## src/hbls_pkg.sv

```systemverilog
// Shared types, constants and control program of the heartbeat LED sequencer.
`timescale 1ns / 1ps

package hbls_pkg;

    localparam int LED_COUNT_DEF       = 8;
    localparam int SENSOR_COUNT_DEF    = 4;
    localparam int SYSTOLE_DIVISOR_DEF = 3;
    localparam int RATE_LIMIT_DEF      = 300;

    localparam int NOW_W      = 32;
    localparam int FLAGS_W    = 4;
    localparam int PATTERN_W  = 8;
    localparam int RATE_W     = 9;
    localparam int RAMP_W     = 6;
    localparam int INTERVAL_W = 16;
    localparam int INDEX_W    = 4;
    localparam int CYCLE_W    = 16;
    localparam int STEP_W     = 16;
    localparam int CFG_IDX_W  = 2;
    localparam int CFG_DATA_W = 16;
    localparam int PC_W       = 4;
    localparam int DIV_CNT_W  = $clog2(CYCLE_W + 1);

    localparam logic [CYCLE_W-1:0]    MS_PER_MINUTE    = 16'd60000;
    localparam logic [RATE_W-1:0]     RESET_MIN_RATE   = 9'd60;
    localparam logic [RATE_W-1:0]     RESET_MAX_RATE   = 9'd120;
    localparam logic [RAMP_W-1:0]     RESET_RAMP       = 6'd5;
    localparam logic [INTERVAL_W-1:0] RESET_INTERVAL   = 16'd250;
    localparam logic [STEP_W-1:0]     RESET_STEP_MS    = 16'd42;
    localparam logic [CYCLE_W-1:0]    RESET_CYCLE_MS   = 16'd1000;
    localparam logic [RATE_W-1:0]     RESET_RATE       = 9'd60;

    typedef enum logic [CFG_IDX_W-1:0] {
        CFG_MIN_RATE,
        CFG_MAX_RATE,
        CFG_RAMP_STEP,
        CFG_CHECK_INTERVAL
    } t_cfg_reg;

    typedef enum logic [2:0] {
        OP_WAIT,
        OP_LED,
        OP_DIV_RATE,
        OP_STORE_CYCLE,
        OP_SPIN,
        OP_STORE_STEP,
        OP_CHECK,
        OP_NOP
    } t_op;

    typedef enum logic [2:0] {
        JC_NEVER,
        JC_ALWAYS,
        JC_NO_REQ,
        JC_NO_RECALC,
        JC_DIV_WAIT,
        JC_OUT_BLOCKED
    } t_jcond;

    typedef struct packed {
        t_op              op;
        t_jcond           cond;
        logic [PC_W-1:0]  target;
    } t_uword;

    typedef struct packed {
        logic busy;
        logic done;
    } t_div_stat;

    // Control program: fall through to pc+1 unless the jump condition holds.
    function automatic t_uword ucode(input logic [PC_W-1:0] pc);
        t_uword w;
        case (pc)
            4'd0:    w = '{OP_WAIT,        JC_NO_REQ,      4'd0};
            4'd1:    w = '{OP_LED,         JC_NO_RECALC,   4'd6};
            4'd2:    w = '{OP_DIV_RATE,    JC_NEVER,       4'd0};
            4'd3:    w = '{OP_SPIN,        JC_DIV_WAIT,    4'd3};
            4'd4:    w = '{OP_STORE_CYCLE, JC_NEVER,       4'd0};
            4'd5:    w = '{OP_STORE_STEP,  JC_NEVER,       4'd0};
            4'd6:    w = '{OP_CHECK,       JC_OUT_BLOCKED, 4'd6};
            4'd7:    w = '{OP_NOP,         JC_ALWAYS,      4'd0};
            default: w = '{OP_NOP,         JC_ALWAYS,      4'd0};
        endcase
        return w;
    endfunction

endpackage

```

## src/hbls_divider.sv

```systemverilog
// Serial restoring divider, one quotient bit per cycle.
`timescale 1ns / 1ps

module hbls_divider (
    input  logic                             i_clk,
    input  logic                             i_rst_n,
    input  logic                             i_start,
    input  logic [hbls_pkg::CYCLE_W-1:0]     i_dividend,
    input  logic [hbls_pkg::RATE_W-1:0]      i_divisor,
    output hbls_pkg::t_div_stat              o_stat,
    output logic [hbls_pkg::CYCLE_W-1:0]     o_quotient
);
    import hbls_pkg::*;

    logic                  r_busy, n_busy;
    logic                  r_done, n_done;
    logic [DIV_CNT_W-1:0]  r_count, n_count;
    logic [RATE_W-1:0]     r_rem, n_rem;
    logic [RATE_W-1:0]     r_dvsr, n_dvsr;
    logic [CYCLE_W-1:0]    r_quo, n_quo;

    logic [RATE_W:0]       w_rem_sh;
    logic [RATE_W:0]       w_diff;
    logic                  w_ge;

    always_comb begin
        w_rem_sh = {r_rem, r_quo[CYCLE_W-1]};
        w_ge     = (w_rem_sh >= {1'b0, r_dvsr});
        w_diff   = w_rem_sh - {1'b0, r_dvsr};

        n_busy  = r_busy;
        n_done  = 1'b0;
        n_count = r_count;
        n_rem   = r_rem;
        n_dvsr  = r_dvsr;
        n_quo   = r_quo;
        if (i_start) begin
            n_busy  = 1'b1;
            n_count = '0;
            n_rem   = '0;
            n_dvsr  = i_divisor;
            n_quo   = i_dividend;
        end else if (r_busy) begin
            // keep the partial remainder below the divisor
            n_rem   = w_ge ? w_diff[RATE_W-1:0] : w_rem_sh[RATE_W-1:0];
            n_quo   = {r_quo[CYCLE_W-2:0], w_ge};
            n_count = r_count + 1'b1;
            if (r_count == DIV_CNT_W'(CYCLE_W - 1)) begin
                n_busy = 1'b0;
                n_done = 1'b1;
            end
        end
    end

    always_ff @(posedge i_clk) begin
        if (!i_rst_n) begin
            r_busy  <= 1'b0;
            r_done  <= 1'b0;
            r_count <= '0;
        end else begin
            r_busy  <= n_busy;
            r_done  <= n_done;
            r_count <= n_count;
        end
        r_rem  <= n_rem;
        r_dvsr <= n_dvsr;
        r_quo  <= n_quo;
    end

    assign o_stat.busy = r_busy;
    assign o_stat.done = r_done;
    assign o_quotient  = r_quo;

endmodule

```

## src/heartbeat_led_sequencer_core.sv

```systemverilog
// Top level of the heartbeat LED sequencer: control program, datapath and ports.
`timescale 1ns / 1ps

// Usage
//   Input channel (i_valid / o_stall): one request per update, carrying the
//   millisecond time and the sensor lines, taken at a clock edge with i_valid
//   high and o_stall low. o_stall is low only while the program waits.
//   Output channel (o_valid / i_stall): exactly one result per request, held
//   in an output register until the receiver drops i_stall.
//   Configuration (i_cfg_valid / o_cfg_ready): ready is always high; write
//   the four registers only while no request is in flight.
// Sequence
//   Without a rate change a request runs through the LED update and the rate
//   check, which loads the result register and raises o_valid; the program
//   then returns to the wait step, the only step that takes a request. A beat
//   start that adopts a new rate inserts the serial division 60000 / rate,
//   then stores the beat length and then the rounded step by reciprocal
//   multiply, all before the rate check.
// Reset: synchronous, active low; systole, 60 bpm, 1000 ms beat, 42 ms step,
//   configuration back to its defaults.
// Stall: a waiting result holds the program at the rate check step; one more
//   request may be taken and run up to that step meanwhile.

module heartbeat_led_sequencer_core #(
    parameter int LED_COUNT       = hbls_pkg::LED_COUNT_DEF,
    parameter int SENSOR_COUNT    = hbls_pkg::SENSOR_COUNT_DEF,
    parameter int SYSTOLE_DIVISOR = hbls_pkg::SYSTOLE_DIVISOR_DEF,
    parameter int RATE_LIMIT_BPM  = hbls_pkg::RATE_LIMIT_DEF
) (
    input  logic                                i_clk,
    input  logic                                i_rst_n,
    // request channel
    input  logic                                i_valid,
    output logic                                o_stall,
    input  logic [hbls_pkg::NOW_W-1:0]          i_now_ms,
    input  logic [hbls_pkg::FLAGS_W-1:0]        i_sensor_flags,
    // result channel
    output logic                                o_valid,
    input  logic                                i_stall,
    output logic [hbls_pkg::PATTERN_W-1:0]      o_led_pattern,
    output logic                                o_led_written,
    output logic                                o_beat_started,
    output logic [hbls_pkg::RATE_W-1:0]         o_rate_bpm,
    // configuration write channel
    input  logic                                i_cfg_valid,
    output logic                                o_cfg_ready,
    input  logic [hbls_pkg::CFG_IDX_W-1:0]      i_cfg_index,
    input  logic [hbls_pkg::CFG_DATA_W-1:0]     i_cfg_data
);
    import hbls_pkg::*;

    localparam int DIV_TOTAL = LED_COUNT * SYSTOLE_DIVISOR;
    localparam logic [CYCLE_W-1:0] DIV_HALF  = CYCLE_W'(DIV_TOTAL / 2);
    localparam logic [RATE_W-1:0]  LIMIT     = RATE_W'(RATE_LIMIT_BPM);
    localparam logic [INDEX_W-1:0] LED_LAST  = INDEX_W'(LED_COUNT);
    localparam logic [FLAGS_W-1:0] SENSOR_MASK = (SENSOR_COUNT >= FLAGS_W) ?
        {FLAGS_W{1'b1}} : FLAGS_W'((1 << SENSOR_COUNT) - 1);
    localparam int PROD_W = STEP_W + INDEX_W;

    // step = (cycle + half) / DIV_TOTAL by reciprocal multiply, exact for 16-bit operands
    localparam int     STEP_SHIFT   = CYCLE_W + $clog2(DIV_TOTAL);
    localparam int     RECIP_W      = CYCLE_W + 1;
    localparam longint STEP_RECIP_L = ((longint'(1) << STEP_SHIFT) +
                                       longint'(DIV_TOTAL) - 1) / longint'(DIV_TOTAL);
    localparam logic [RECIP_W-1:0] STEP_RECIP = RECIP_W'(STEP_RECIP_L);
    localparam int     STEP_PROD_W  = CYCLE_W + RECIP_W;

    // program counter and captured request
    logic [PC_W-1:0]       r_pc, n_pc;
    logic [NOW_W-1:0]      r_now;
    logic [FLAGS_W-1:0]    r_flags;

    // configuration
    logic [RATE_W-1:0]     r_min, r_max;
    logic [RAMP_W-1:0]     r_ramp;
    logic [INTERVAL_W-1:0] r_interval;

    // beat state
    logic                  r_diastole, n_diastole;
    logic [INDEX_W-1:0]    r_index, n_index;
    logic [NOW_W-1:0]      r_cycle_start, n_cycle_start;
    logic [STEP_W-1:0]     r_step, n_step;
    logic [CYCLE_W-1:0]    r_cycle, n_cycle;
    logic [RATE_W-1:0]     r_active, n_active;
    logic [RATE_W-1:0]     r_pending, n_pending;
    logic [RATE_W-1:0]     r_target, n_target;
    logic [NOW_W-1:0]      r_last_check, n_last_check;
    logic [PATTERN_W-1:0]  r_shown, n_shown;
    logic                  r_written, n_written;
    logic                  r_began, n_began;

    // result register
    logic                  r_out_valid, n_out_valid;
    logic [PATTERN_W-1:0]  r_out_pattern;
    logic                  r_out_written;
    logic                  r_out_began;
    logic [RATE_W-1:0]     r_out_rate;

    t_uword                w_uw;
    logic                  w_accept;
    logic                  w_out_blocked;
    logic                  w_recalc;
    logic                  w_jump;
    logic                  w_check_go;
    logic [PROD_W-1:0]     w_prod;
    logic [NOW_W-1:0]      w_due_led;
    logic [NOW_W-1:0]      w_due_beat;
    logic [RATE_W:0]       w_up;
    logic [RATE_W:0]       w_dn;
    logic [RATE_W-1:0]     w_ramped;
    logic                  w_run_check;
    logic [NOW_W-1:0]      w_elapsed;
    logic [CYCLE_W-1:0]    w_step_num;
    logic [STEP_PROD_W-1:0] w_step_prod;

    logic                  w_div_start;
    logic [CYCLE_W-1:0]    w_div_dividend;
    logic [RATE_W-1:0]     w_div_divisor;
    t_div_stat             w_div_stat;
    logic [CYCLE_W-1:0]    w_div_quo;

    hbls_divider u_div (
        .i_clk      (i_clk),
        .i_rst_n    (i_rst_n),
        .i_start    (w_div_start),
        .i_dividend (w_div_dividend),
        .i_divisor  (w_div_divisor),
        .o_stat     (w_div_stat),
        .o_quotient (w_div_quo)
    );

    assign w_uw          = ucode(r_pc);
    assign o_stall       = (w_uw.op != OP_WAIT);
    assign w_accept      = i_valid && !o_stall;
    assign w_out_blocked = r_out_valid && i_stall;
    assign w_check_go    = (w_uw.op == OP_CHECK) && !w_out_blocked;

    // deadlines wrap modulo 2^32
    assign w_prod     = r_step * r_index;
    assign w_due_led  = r_cycle_start + {{(NOW_W - PROD_W){1'b0}}, w_prod};
    assign w_due_beat = r_cycle_start + {{(NOW_W - CYCLE_W){1'b0}}, r_cycle};

    // ramp the target, clamp to the configured bounds
    assign w_up = {1'b0, r_target} + {{(RATE_W + 1 - RAMP_W){1'b0}}, r_ramp};
    assign w_dn = {1'b0, r_target} - {{(RATE_W + 1 - RAMP_W){1'b0}}, r_ramp};
    always_comb begin
        if ((r_flags & SENSOR_MASK) != '0) begin
            w_ramped = (w_up > {1'b0, r_max}) ? r_max : w_up[RATE_W-1:0];
        end else begin
            w_ramped = (w_dn[RATE_W] || (w_dn[RATE_W-1:0] < r_min)) ?
                       r_min : w_dn[RATE_W-1:0];
        end
    end
    assign w_elapsed = r_now - r_last_check;

    // divider computes the beat length; the rounded LED step follows from it
    assign w_div_start    = (w_uw.op == OP_DIV_RATE);
    assign w_div_dividend = MS_PER_MINUTE;
    assign w_div_divisor  = (r_active == '0) ? RATE_W'(1) : r_active;
    assign w_step_num     = r_cycle + DIV_HALF;
    assign w_step_prod    = w_step_num * STEP_RECIP;

    always_comb begin
        n_diastole    = r_diastole;
        n_index       = r_index;
        n_cycle_start = r_cycle_start;
        n_step        = r_step;
        n_cycle       = r_cycle;
        n_active      = r_active;
        n_pending     = r_pending;
        n_target      = r_target;
        n_last_check  = r_last_check;
        n_shown       = r_shown;
        n_written     = r_written;
        n_began       = r_began;
        w_recalc      = 1'b0;
        w_run_check   = 1'b0;

        case (w_uw.op)
            OP_LED: begin
                n_written = 1'b0;
                n_began   = 1'b0;
                if (!r_diastole) begin
                    if (r_index >= LED_LAST) begin
                        // last LED passed: enter diastole, write nothing
                        n_diastole = 1'b1;
                    end else if (r_now >= w_due_led) begin
                        n_shown   = PATTERN_W'(1) << r_index[2:0];
                        n_written = 1'b1;
                        n_index   = r_index + 1'b1;
                    end
                end else if (r_now >= w_due_beat) begin
                    n_diastole    = 1'b0;
                    n_index       = '0;
                    n_cycle_start = r_now;
                    n_began       = 1'b1;
                    if (r_pending != r_active) begin
                        n_active = r_pending;
                        w_recalc = 1'b1;
                    end
                end
            end
            OP_STORE_CYCLE: begin
                n_cycle = w_div_quo;
            end
            OP_STORE_STEP: begin
                n_step = STEP_W'(w_step_prod >> STEP_SHIFT);
            end
            OP_CHECK: begin
                if (w_check_go) begin
                    if (r_interval == '0) begin
                        w_run_check = 1'b1;
                    end else if (r_last_check == '0) begin
                        // first check only arms the timer
                        n_last_check = r_now;
                    end else if (w_elapsed > {{(NOW_W - INTERVAL_W){1'b0}}, r_interval}) begin
                        n_last_check = r_now;
                        w_run_check  = 1'b1;
                    end
                    if (w_run_check) begin
                        n_target = w_ramped;
                        if ((w_ramped != r_active) && (w_ramped <= LIMIT) &&
                            (w_ramped != '0)) begin
                            n_pending = w_ramped;
                        end
                    end
                end
            end
            default: begin
            end
        endcase
    end

    // step counter: jump on the control word's condition, else advance
    always_comb begin
        case (w_uw.cond)
            JC_NEVER:       w_jump = 1'b0;
            JC_ALWAYS:      w_jump = 1'b1;
            JC_NO_REQ:      w_jump = !i_valid;
            JC_NO_RECALC:   w_jump = !w_recalc;
            JC_DIV_WAIT:    w_jump = !w_div_stat.done;
            JC_OUT_BLOCKED: w_jump = w_out_blocked;
            default:        w_jump = 1'b1;
        endcase
        n_pc = w_jump ? w_uw.target : r_pc + 1'b1;
    end

    always_comb begin
        n_out_valid = r_out_valid;
        if (w_check_go) begin
            n_out_valid = 1'b1;
        end else if (r_out_valid && !i_stall) begin
            n_out_valid = 1'b0;
        end
    end

    assign o_cfg_ready = 1'b1;

    always_ff @(posedge i_clk) begin
        if (!i_rst_n) begin
            r_pc          <= '0;
            r_min         <= RESET_MIN_RATE;
            r_max         <= RESET_MAX_RATE;
            r_ramp        <= RESET_RAMP;
            r_interval    <= RESET_INTERVAL;
            r_diastole    <= 1'b0;
            r_index       <= '0;
            r_cycle_start <= '0;
            r_step        <= RESET_STEP_MS;
            r_cycle       <= RESET_CYCLE_MS;
            r_active      <= RESET_RATE;
            r_pending     <= RESET_RATE;
            r_target      <= RESET_RATE;
            r_last_check  <= '0;
            r_shown       <= '0;
            r_written     <= 1'b0;
            r_began       <= 1'b0;
            r_out_valid   <= 1'b0;
        end else begin
            r_pc          <= n_pc;
            r_diastole    <= n_diastole;
            r_index       <= n_index;
            r_cycle_start <= n_cycle_start;
            r_step        <= n_step;
            r_cycle       <= n_cycle;
            r_active      <= n_active;
            r_pending     <= n_pending;
            r_target      <= n_target;
            r_last_check  <= n_last_check;
            r_shown       <= n_shown;
            r_written     <= n_written;
            r_began       <= n_began;
            r_out_valid   <= n_out_valid;
            if (i_cfg_valid) begin
                case (t_cfg_reg'(i_cfg_index))
                    CFG_MIN_RATE:       r_min      <= i_cfg_data[RATE_W-1:0];
                    CFG_MAX_RATE:       r_max      <= i_cfg_data[RATE_W-1:0];
                    CFG_RAMP_STEP:      r_ramp     <= i_cfg_data[RAMP_W-1:0];
                    CFG_CHECK_INTERVAL: r_interval <= i_cfg_data[INTERVAL_W-1:0];
                    default: begin
                    end
                endcase
            end
        end
        // payload: capture on accept, load result on check
        if (w_accept) begin
            r_now   <= i_now_ms;
            r_flags <= i_sensor_flags;
        end
        if (w_check_go) begin
            r_out_pattern <= r_shown;
            r_out_written <= r_written;
            r_out_began   <= r_began;
            r_out_rate    <= n_target;
        end
    end

    assign o_valid        = r_out_valid;
    assign o_led_pattern  = r_out_pattern;
    assign o_led_written  = r_out_written;
    assign o_beat_started = r_out_began;
    assign o_rate_bpm     = r_out_rate;

    // divider is only restarted once it has finished
    a_div_idle_start: assert property (@(posedge i_clk) disable iff (!i_rst_n)
        w_div_start |-> !w_div_stat.busy)
        else $error("divider started while busy");

    // a written pattern lights exactly one LED
    a_written_onehot: assert property (@(posedge i_clk) disable iff (!i_rst_n)
        (o_valid && o_led_written) |-> $onehot(o_led_pattern))
        else $error("written LED pattern not one-hot");

    // an update lights an LED or starts a beat, never both
    a_written_or_beat: assert property (@(posedge i_clk) disable iff (!i_rst_n)
        o_valid |-> !(o_led_written && o_beat_started))
        else $error("LED write and beat start on one update");

    // pending rate stays within the usable range, the LED index within the LED count
    a_pending_range: assert property (@(posedge i_clk) disable iff (!i_rst_n)
        (r_pending != '0) && (r_pending <= LIMIT) && (r_index <= LED_LAST))
        else $error("pending rate or LED index out of range");

endmodule

```

## config.mk

```make
export PLATFORM = sky130hd
export DESIGN_NAME = heartbeat_led_sequencer_core
export DESIGN_NICKNAME = d
export VERILOG_FILES = /design/src/hbls_pkg.sv /design/src/hbls_divider.sv /design/src/heartbeat_led_sequencer_core.sv
export SDC_FILE = /design/constraint.sdc
export NUM_CORES = 1
export LEC_CHECK = 0
export ABC_AREA = 1
export BUFFER_PORTS_ARGS = -buffer_cell sky130_fd_sc_hd__buf_2
export CORE_MARGIN = 5
export CORE_UTILIZATION = 35
export CTS_CLUSTER_DIAMETER = 40
export DETAILED_ROUTE_END_ITERATION = 10
export GPL_ROUTABILITY_DRIVEN = 0
export PLACE_DENSITY = 0.49
export SLEW_MARGIN = 20
export SYNTH_ARGS = -nofsm -noshare
export SYNTH_HDL_FRONTEND = slang
export SYNTH_SLANG_ARGS = --single-unit
```

## constraint.sdc

```tcl
create_clock -name i_clk -period 8.4 [get_ports i_clk]
set_input_delay 0.84 -clock i_clk [delete_from_list [all_inputs] [get_ports i_clk]]
set_output_delay 0.84 -clock i_clk [all_outputs]
set_load 0.01 [all_outputs]
```

; ---- Yosys cells after proc, flatten, opt, wreduce, memory -nomap -nowiden
; Memories as Yosys holds them, arrays and structs flattened. A register that Yosys moved wholly into a read port is not among the register bits.
; Index checks and enable logic that the tools add are counted.
[word_totals]
regBits = 275
mem_bits_ro = 72
in_bits = 59
out_inout_bits = 22
word_cells = 150
mem_count = 1
[classes]
n_addsub = 10
mul = 2
magnitude_cmp = 8
eq_ne = 17
n_shift = 1
n_mux = 40
bitwise_logic = 5
n_reduce_logical = 36
[mem_list]
columns = name, depth, word_bits, read_ports, rd_ports_with_merged_regs, write_ports, line
row1 = (name not given), 8, 9, 1, 1, 0, hbls_pkg.sv:75  ; case (pc)
[ops]
columns = op, n
row1 = $add A32 B16 Y32, 2
row2 = $ge A32 B32 Y1, 2
row3 = $mux W32, 2
row4 = $mux W9, 7
row5 = $gt A32 B16 Y1, 1
row6 = $logic_not A32 Y1, 1
row7 = $mul A16 B16 Y32 const B, 1
row8 = $sub A32 B32 Y32, 1
row9 = $mux W1, 23
row10 = $mux W4, 5
row11 = $reduce_and A4 Y1, 5
row12 = $ne A9 B9 Y1, 2
row13 = $add A16 B4 Y16 const B, 1
row14 = $logic_not A16 Y1, 1
row15 = $mul A12 B4 Y16, 1
row16 = $eq A3 B2 Y1 const B, 4
row17 = $eq A3 B3 Y1 const B, 4
row18 = $add A9 B6 Y10, 1
row19 = $ge A10 B9 Y1, 1
row20 = $gt A10 B9 Y1, 1
row21 = $mux W10, 1
row22 = $sub A9 B6 Y10, 1
row23 = $le A9 B9 Y1 const B, 1
row24 = $logic_not A9 Y1, 1
row25 = other kinds (28), 49

; ---- Logic depth before layout (Yosys ltp)
; Gate-level depths: netlist of run 1.
[logic_depth]
ltp_word = 10
ltp_mapped = 36
depth_no_buf = 36

; ---- Hierarchy
; Synthesis of run 1 repeated with hierarchy kept, for this count alone.
[hier_totals]
cells_unflattened = 3342
hier_area_um2 = 25119.1
[by_module_without_submodules]
columns = module, n_inst, cells_per_inst, area_per_inst_um2, seq_area_each_um2
row1 = heartbeat_led_sequencer_core, 1, 3061, 22818.1, 5415.2
row2 = hbls_divider, 1, 281, 2301.0, 1071.0

; ---- Worst setup path after synthesis of run 1
; Ideal clock, no wire load.
[synth_path]
path_type = reg2reg
startpoint = reg r_cycle[2]
endpoint = reg r_step[10]
setup_ns = 0.115
arrival_ns = 6.338
required_ns = 8.285
path_slack_ns = 1.946
stages_incl_launch_ff = 30
path_buffers = 0
synth_period_minus_slack_ns = 6.454
cell_sequence = dfxtp_1 > inv_1 > ha_1 > nor3_1 > nand4_1 > nor3_1 > nand3_1 > xor2_1 > inv_1 > ha_1 > ha_1 > inv_1 > fa_1 > inv_1 > fa_1 > inv_1 > fa_1 > inv_1 > fa_1 > ha_1 > a21oi_1 > o21ai_0 > a21oi_1 > nand3_1 > a21o_1 > a31oi_1 > o21ai_0 > xor2_1 > o21ai_0 > inv_1
[synth_between]
elab_chain_cells = 2
[synth_lines]
columns = item, line
row1 = from (decl), heartbeat_led_sequencer_core.sv:83  ; logic [CYCLE_W-1:0] r_cycle, n_cycle;
row2 = from (signal assigned), heartbeat_led_sequencer_core.sv:285  ; r_cycle <= n_cycle;
row3 = $add A16 B4 Y16, heartbeat_led_sequencer_core.sv:160  ; assign w_step_num = r_cycle + DIV_HALF;
row4 = $mul A16 B16 Y32, heartbeat_led_sequencer_core.sv:161  ; assign w_step_prod = w_step_num * STEP_RECIP;
row5 = to (signal assigned), heartbeat_led_sequencer_core.sv:284  ; r_step <= n_step;
row6 = to (decl), heartbeat_led_sequencer_core.sv:82  ; logic [STEP_W-1:0] r_step, n_step;
; Every way passes these cells.
; A chain may end at the register's enable or synchronous reset.

; ---- Final worst setup path of run 1
; Same ends and word-level chain as after synthesis.

==> metrics.txt, run 1 <==
Placeable Area=69900 um^2; area grow syn2layout=13.2%; WL final=67800 um; Worst Path Required=8840 ps; CTS Buf Count=54; Setup-failing EPs final=0; antenna viol nets, final=0; synthesized area=24600 um^2; Reg clk slew, reported paths=50 ps; crit end category=register; Via density=4.75; max_cap viols=0; startpoint types=register; number of library cell types mapped by synthesis=59; post_cts resized=0; Die Footprint=75600 um^2; fin crit period=7380 ps; Die Height=275 um; DRC Markers=0; vias post-DR=20500; starting density of the core=35.2%; post-CTS setup buffer count=0; HPWL Detailed=54800 um; Synth warnings=0; critical path type=register to register; Post-synth EDFFs=64; sequential element share of the synthesized area=25.7%; most used cell, CP=inv_1; io pins=81; largest net degree at the start of global routing=78; WP data arrival=7830 ps; initial antenna violation count=1; syn avg cell area=7.54 um^2; first-pass GRT wire length=110000 um; RSZ-0062 raised after global routing=false; H-tree levels=2; Slowest cell on crit path=fa_1; Max FO, Critical Path=6; FP Rows=97; Fmax=135 MHz; Slew Viols, Final=0; clock tree buffer depth=3; Bufs and invs on worst path=7; post-route setup TNS=0 ps; Tcrit/Tclk final=87.9%; # diodes=0; biggest cell delay along the critical path=520 ps; I/O Buffers=79; vias in the first global route=20200; final net count=3840; slew margin rel.=33.6%; Inst Count DP=4219; number of detailed-route iterations in the first pass=8; Root Buffer=clkbuf_16; Fin. Hold Viols=0; clk_lat worst skew=630 ps; layout cells sized above 1=7.28%; GRT Total Usage=18.0%; Detailed Route Iter0 Violations=1164; detailed-route wire length per cell=15.7 um; Yosys reg bits=284; top cell family by delay on the critical path=adder cells; TritonCTS clock tree=yes; Final Non-Filler Cells=4318; Least-Margin Pin Slew=992 ps; GRT Residual Overflow=0; Async SR Flop Fraction=0%; Fin Clk Skew=72.0 ps; status=finished, final reports clean; Clock Sinks=284; cts hold-fix bufs=0; Die X=275 um; Syn Inst Count=3262; fillers=7405; top_reg_cell synth=dfxtp_1; post-synth net total=3767; class of the worst hold path=input port to register
-- registers in the layout (all words and copies together) (netlist names), 5 cells and up, named ones only --
| register | flops |
|---|---|
| r_now | 32 |
| r_shown | 8 |
| r_min | 9 |
| u_div.r_rem | 9 |
| r_cycle | 16 |
| r_last_check | 32 |
| r_max | 9 |
| u_div.r_dvsr | 9 |
| r_ramp | 6 |
| r_active | 9 |
| u_div.o_quotient | 16 |
| r_cycle_start | 32 |
| o_led_pattern | 8 |
| r_interval | 16 |
| r_pending | 9 |
| o_rate_bpm | 9 |
| r_step | 12 |
| r_target | 9 |
| u_div.r_count | 5 |
-- layer usage --
layer / vias to the layer above / global-route usage [%] / part of all wire, % / wire length, um
li1: 10700 / - / - / -
met1: 9382 / 25.5 / 50 / 33600
met2: 328 / 29.7 / 45 / 30600
met3: 65 / 2.22 / 3.7 / 2510
met4: 0 / 3.69 / 1.6 / 1100
met5: - / 0 / 0 / 0
-- cell usage in the layout (no fill, tap or decap), drive strengths merged, types with 6 or more instances in the layout --
master / netlist / layout
xnor2: 30 / 30
o21ai: 200 / 200
clkinv: 5 / 20
dfxtp: 220 / 220
a31oi: 6 / 6
nor4: 13 / 13
nand2: 691 / 691
nor2: 198 / 198
nand3b: 13 / 13
a211oi: 9 / 9
edfxtp: 64 / 64
nand3: 157 / 157
nand4: 51 / 51
ha: 326 / 326
inv: 615 / 626
a21o: 6 / 6
clkbuf: 55 / 63
o21bai: 9 / 9
nor3: 41 / 41
buf: 19 / 91
o211ai: 36 / 36
xor2: 86 / 86
a21oi: 257 / 257
fa: 120 / 120
or2: 6 / 6
-- worst reg2reg max path, delay by kind of cell (launching register included) --
kind,cells,cell delay (ps)
buf+inv,7,570
compound gates,7,1280
flops,1,340
fa+ha+maj,8,3250
xor+xnor,2,570
simple gates,5,1180
-- Yosys cell counts (3+ instances only) --
| library cell | count | area (um^2) |
|---|---|---|
| nand2_1 | 674 | 2530 |
| inv_1 | 609 | 2290 |
| ha_1 | 326 | 4080 |
| a21oi_1 | 253 | 1270 |
| dfxtp_1 | 220 | 4400 |
| nor2_1 | 191 | 717 |
| o21ai_0 | 184 | 921 |
| nand3_1 | 149 | 746 |
| fa_1 | 120 | 2400 |
| xor2_1 | 86 | 753 |
| edfxtp_1 | 64 | 1920 |
| clkbuf_1 | 55 | 206 |
| nand4_1 | 50 | 313 |
| nor3_1 | 40 | 200 |
| o211ai_1 | 36 | 270 |
| xnor2_1 | 30 | 263 |
| nand2_2 | 13 | 81.3 |
| nand3b_1 | 13 | 97.6 |
| o21ai_1 | 13 | 65.1 |
| buf_2 | 11 | 55.1 |
| nor4_1 | 11 | 68.8 |
| a211oi_1 | 9 | 67.6 |
| o21bai_1 | 7 | 52.6 |
| a21o_1 | 6 | 45.0 |
| a31oi_1 | 6 | 37.5 |
| inv_2 | 6 | 22.5 |
| nand3_2 | 6 | 60.1 |
| nor2_2 | 6 | 37.5 |
| clkinv_1 | 5 | 18.8 |
| buf_4 | 4 | 30.0 |
| nand2_4 | 4 | 45.0 |
| o31ai_1 | 4 | 30.0 |
| a21boi_1 | 3 | 22.5 |
| and3_1 | 3 | 18.8 |
| buf_6 | 3 | 33.8 |
| o21ai_2 | 3 | 26.3 |
| or2_1 | 3 | 18.8 |
-- area by class of cell --
| class | instances | area (um^2) | area share, % |
|---|---|---|---|
| clock buffer | 63 | 1440 | 5.16 |
| sequential | 284 | 6330 | 22.7 |
| tap | 940 | 1180 | 4.23 |
| timing repair buffer | 91 | 488 | 1.75 |
| multi-input combinational | 2284 | 15600 | 56.1 |
| inverter | 620 | 2330 | 8.36 |
| clock inverter | 36 | 454 | 1.63 |
-- stage by stage --
| step | cell area (um^2) | hold WS, ps | worst slack, ps | util [%] |
|---|---|---|---|---|
| final | 27800 | 387 | 1020 | 39.8 |
| after global routing | 27800 | 354 | 309 | 39.8 |
| after CTS | 27800 | 344 | 1020 | 39.8 |
| after detailed placement | 25900 | 421 | 1130 | 37.1 |
| after global placement | 25900 | 409 | 1200 | 37.1 |
| after floorplan | 24600 | 409 | 1950 | - |
-- final timing paths --
kind / startpoint / endpoint / slack (ps) / cells after the start
worst min-delay path: i_sensor_flags[0] / r_flags[0] / 390 / 1
worst max register to register: r_cycle[2] / r_step[10] / 1020 / 29
worst max-delay path: r_cycle[2] / r_step[10] / 1020 / 29
worst min register to register: r_began / o_beat_started / 430 / 0
-- cells by family after synthesis --
family | after synthesis | share of synthesized area, %
fa+ha+maj | 446 | 26.4
flops | 284 | 25.7
simple gates | 1174 | 20.7
xor+xnor | 116 | 4.13
buf+inv | 694 | 10.8
compound gates | 547 | 12.3
other cells | 1 | 0.0153
Power of run 1 is not shown: default switching activity piles up to over one toggle a cycle in this logic, so the estimate is an artifact.
==> run 2: changes to the inputs <==
--- a/config.mk
+++ b/config.mk
@@ -6,13 +6,12 @@
 export NUM_CORES = 1
 export LEC_CHECK = 0
 export ABC_AREA = 1
-export BUFFER_PORTS_ARGS = -buffer_cell sky130_fd_sc_hd__buf_2
-export CORE_MARGIN = 5
 export CORE_UTILIZATION = 35
 export CTS_CLUSTER_DIAMETER = 40
 export DETAILED_ROUTE_END_ITERATION = 10
+export DONT_BUFFER_PORTS = 1
 export GPL_ROUTABILITY_DRIVEN = 0
-export PLACE_DENSITY = 0.49
+export PLACE_DENSITY = 0.48
 export SLEW_MARGIN = 20
 export SYNTH_ARGS = -nofsm -noshare
 export SYNTH_HDL_FRONTEND = slang
==> run 2 against run 1 <==
  * Sequential share of layout area rose by 0.22 points
  * Cell count down 1.8%
  * Highest routed layer unchanged
  * Largest cell class unchanged
  * Worst setup slack better by 83 ps
==> metrics.txt, run 2 (synthesis gave the netlist of run 1 again) <==
Die Height=267 um (was 275 um); Die X=267 um (was 275 um); Least-Margin Pin Slew=903 ps (was 992 ps); vias post-DR=20900 (was 20500); Inst Count DP=4129 (was 4219); Detailed Route Iter0 Violations=1280 (was 1164); detailed-route wire length per cell=16.1 um (was 15.7 um); most common cell after layout, fill and taps aside=nand2_1 (unchanged); HPWL Detailed=54900 um (was 54800 um); vias in the first global route=20500 (was 20200); post_cts resized=0 (unchanged); startpoint types=register (unchanged); Setup-failing EPs final=0 (unchanged); status=finished, final reports clean (unchanged); max_cap viols=0 (unchanged); Fmax=137 MHz (was 135 MHz); Final Non-Filler Cells=4241 (was 4318); Slowest cell on crit path=fa_1 (unchanged); CTS Buf Count=59 (was 54); most used cell, CP=inv_1 (unchanged); area grow syn2layout=12.1% (was 13.2%); GRT Total Usage=19.6% (was 18.0%); Max FO, Critical Path=6 (unchanged); Clock Sinks=284 (unchanged); Placeable Area=69100 um^2 (was 69900 um^2); largest net degree at the start of global routing=142 (was 78); io pins=81 (unchanged); I/O Buffers=0 (was 79); TritonCTS clock tree=yes (unchanged); clock tree buffer depth=3 (unchanged); Die Footprint=71300 um^2 (was 75600 um^2); RSZ-0062 raised after global routing=false (unchanged); crit end category=register (unchanged); clk_lat worst skew=640 ps (was 630 ps); Worst Path Required=8880 ps (was 8840 ps); number of detailed-route iterations in the first pass=7 (was 8); Fin Clk Skew=64.6 ps (was 72.0 ps); WL final=68300 um (was 67800 um); top flop regs=r_cycle_start x32, r_last_check x32, r_now x32 (unchanged); FP Rows=96 (was 97); class of the worst hold path=input port to register (unchanged); biggest cell delay along the critical path=520 ps (about the same); most frequent cells in the layout=nand2_1 (673), inv_1 (609), ha_1 (326) (was nand2_1 (672), inv_1 (608), ha_1 (326)); Slew Viols, Final=0 (unchanged); post-route setup TNS=0 ps (unchanged); slew margin rel.=39.6% (was 33.6%); cts hold-fix bufs=0 (unchanged); Layout Utilization=39.9% (was 39.8%); fin crit period=7300 ps (was 7380 ps); antenna viol nets, final=0 (unchanged); critical path type=register to register (unchanged); layout cells sized above 1=5.44% (was 7.28%); Reg clk slew, reported paths=60 ps (was 50 ps); Fin. Hold Viols=0 (unchanged); Tcrit/Tclk final=86.9% (was 87.9%); WP data arrival=7780 ps (was 7830 ps); H-tree levels=2 (unchanged); final net count=3764 (was 3840); post-CTS setup buffer count=0 (unchanged); Root Buffer=clkbuf_16 (unchanged); initial antenna violation count=2 (was 1); DRC Markers=0 (unchanged); GRT Residual Overflow=0 (unchanged); starting density of the core=35.6% (was 35.2%); Via density=4.92 (was 4.75); first-pass GRT wire length=111000 um (was 110000 um)
run 2: changes by cell type in the layout (fill, tap and decap cells not counted), moves of 2 or more:
cell / before / now
clkbuf_16: 54 / 60
clkbuf_8: 5 / 1
clkinv_4: 4 / 6
clkinv_1: 9 / 6
clkinv_2: 4 / 11
inv_6: 10 / 16
buf_4: 13 / 10
buf_2: 78 / 0
clkbuf_1: 4 / 2
run 2: layout make-up:
cell class	instances	area [um^2]
flip-flops and latches	284	6330
inverters	620	2330
repair buffers	10	75.1
multi-input cells	2284	15600
clock buffers	63	1520
clock inverters	48	520
well taps	931	1160
diodes	1	2.50
fillers	7135	41500
run 2: final timing paths:
check                                   endpoint        start  slack (ps)  cells past startpoint
worst max-delay path                   r_step[8]   r_cycle[2]        1100                     29
worst min register to register  o_led_pattern[6]   r_shown[6]         430                      0
worst min-delay path                    r_now[6]  i_now_ms[6]         320                      0
worst max register to register         r_step[8]   r_cycle[2]        1100                     29
run 2: critical path, delay by kind of cell (launching register included):
family	cells	cell delay, ps
DFF	1	360
buffers and inverters	7	590
adders and majority gates	8	3240
AOI/OAI and AO/OA	7	1260
xor gates and xnor gates	2	540
and+or+nand+nor	5	1180
run 2: per-layer routing:
layer  vias up  routed length, um  global-route usage, %
li1      10600                  -                      -
met1      9839              33600                   27.9
met2       401              30400                   31.2
met3        72               3070                   2.76
met4         0               1170                   4.44
met5         -                  0                      0
run 2: per-stage QoR:
step	setup WS, ps	hold WS (ps)	cell area, um^2
after floorplan	1950	409	24600
after global placement	1190	418	25500
after detailed placement	1170	418	25500
after CTS	1140	263	27600
after global routing	505	279	27600
final	1100	317	27600
Power of run 2 is left out for the same reason.
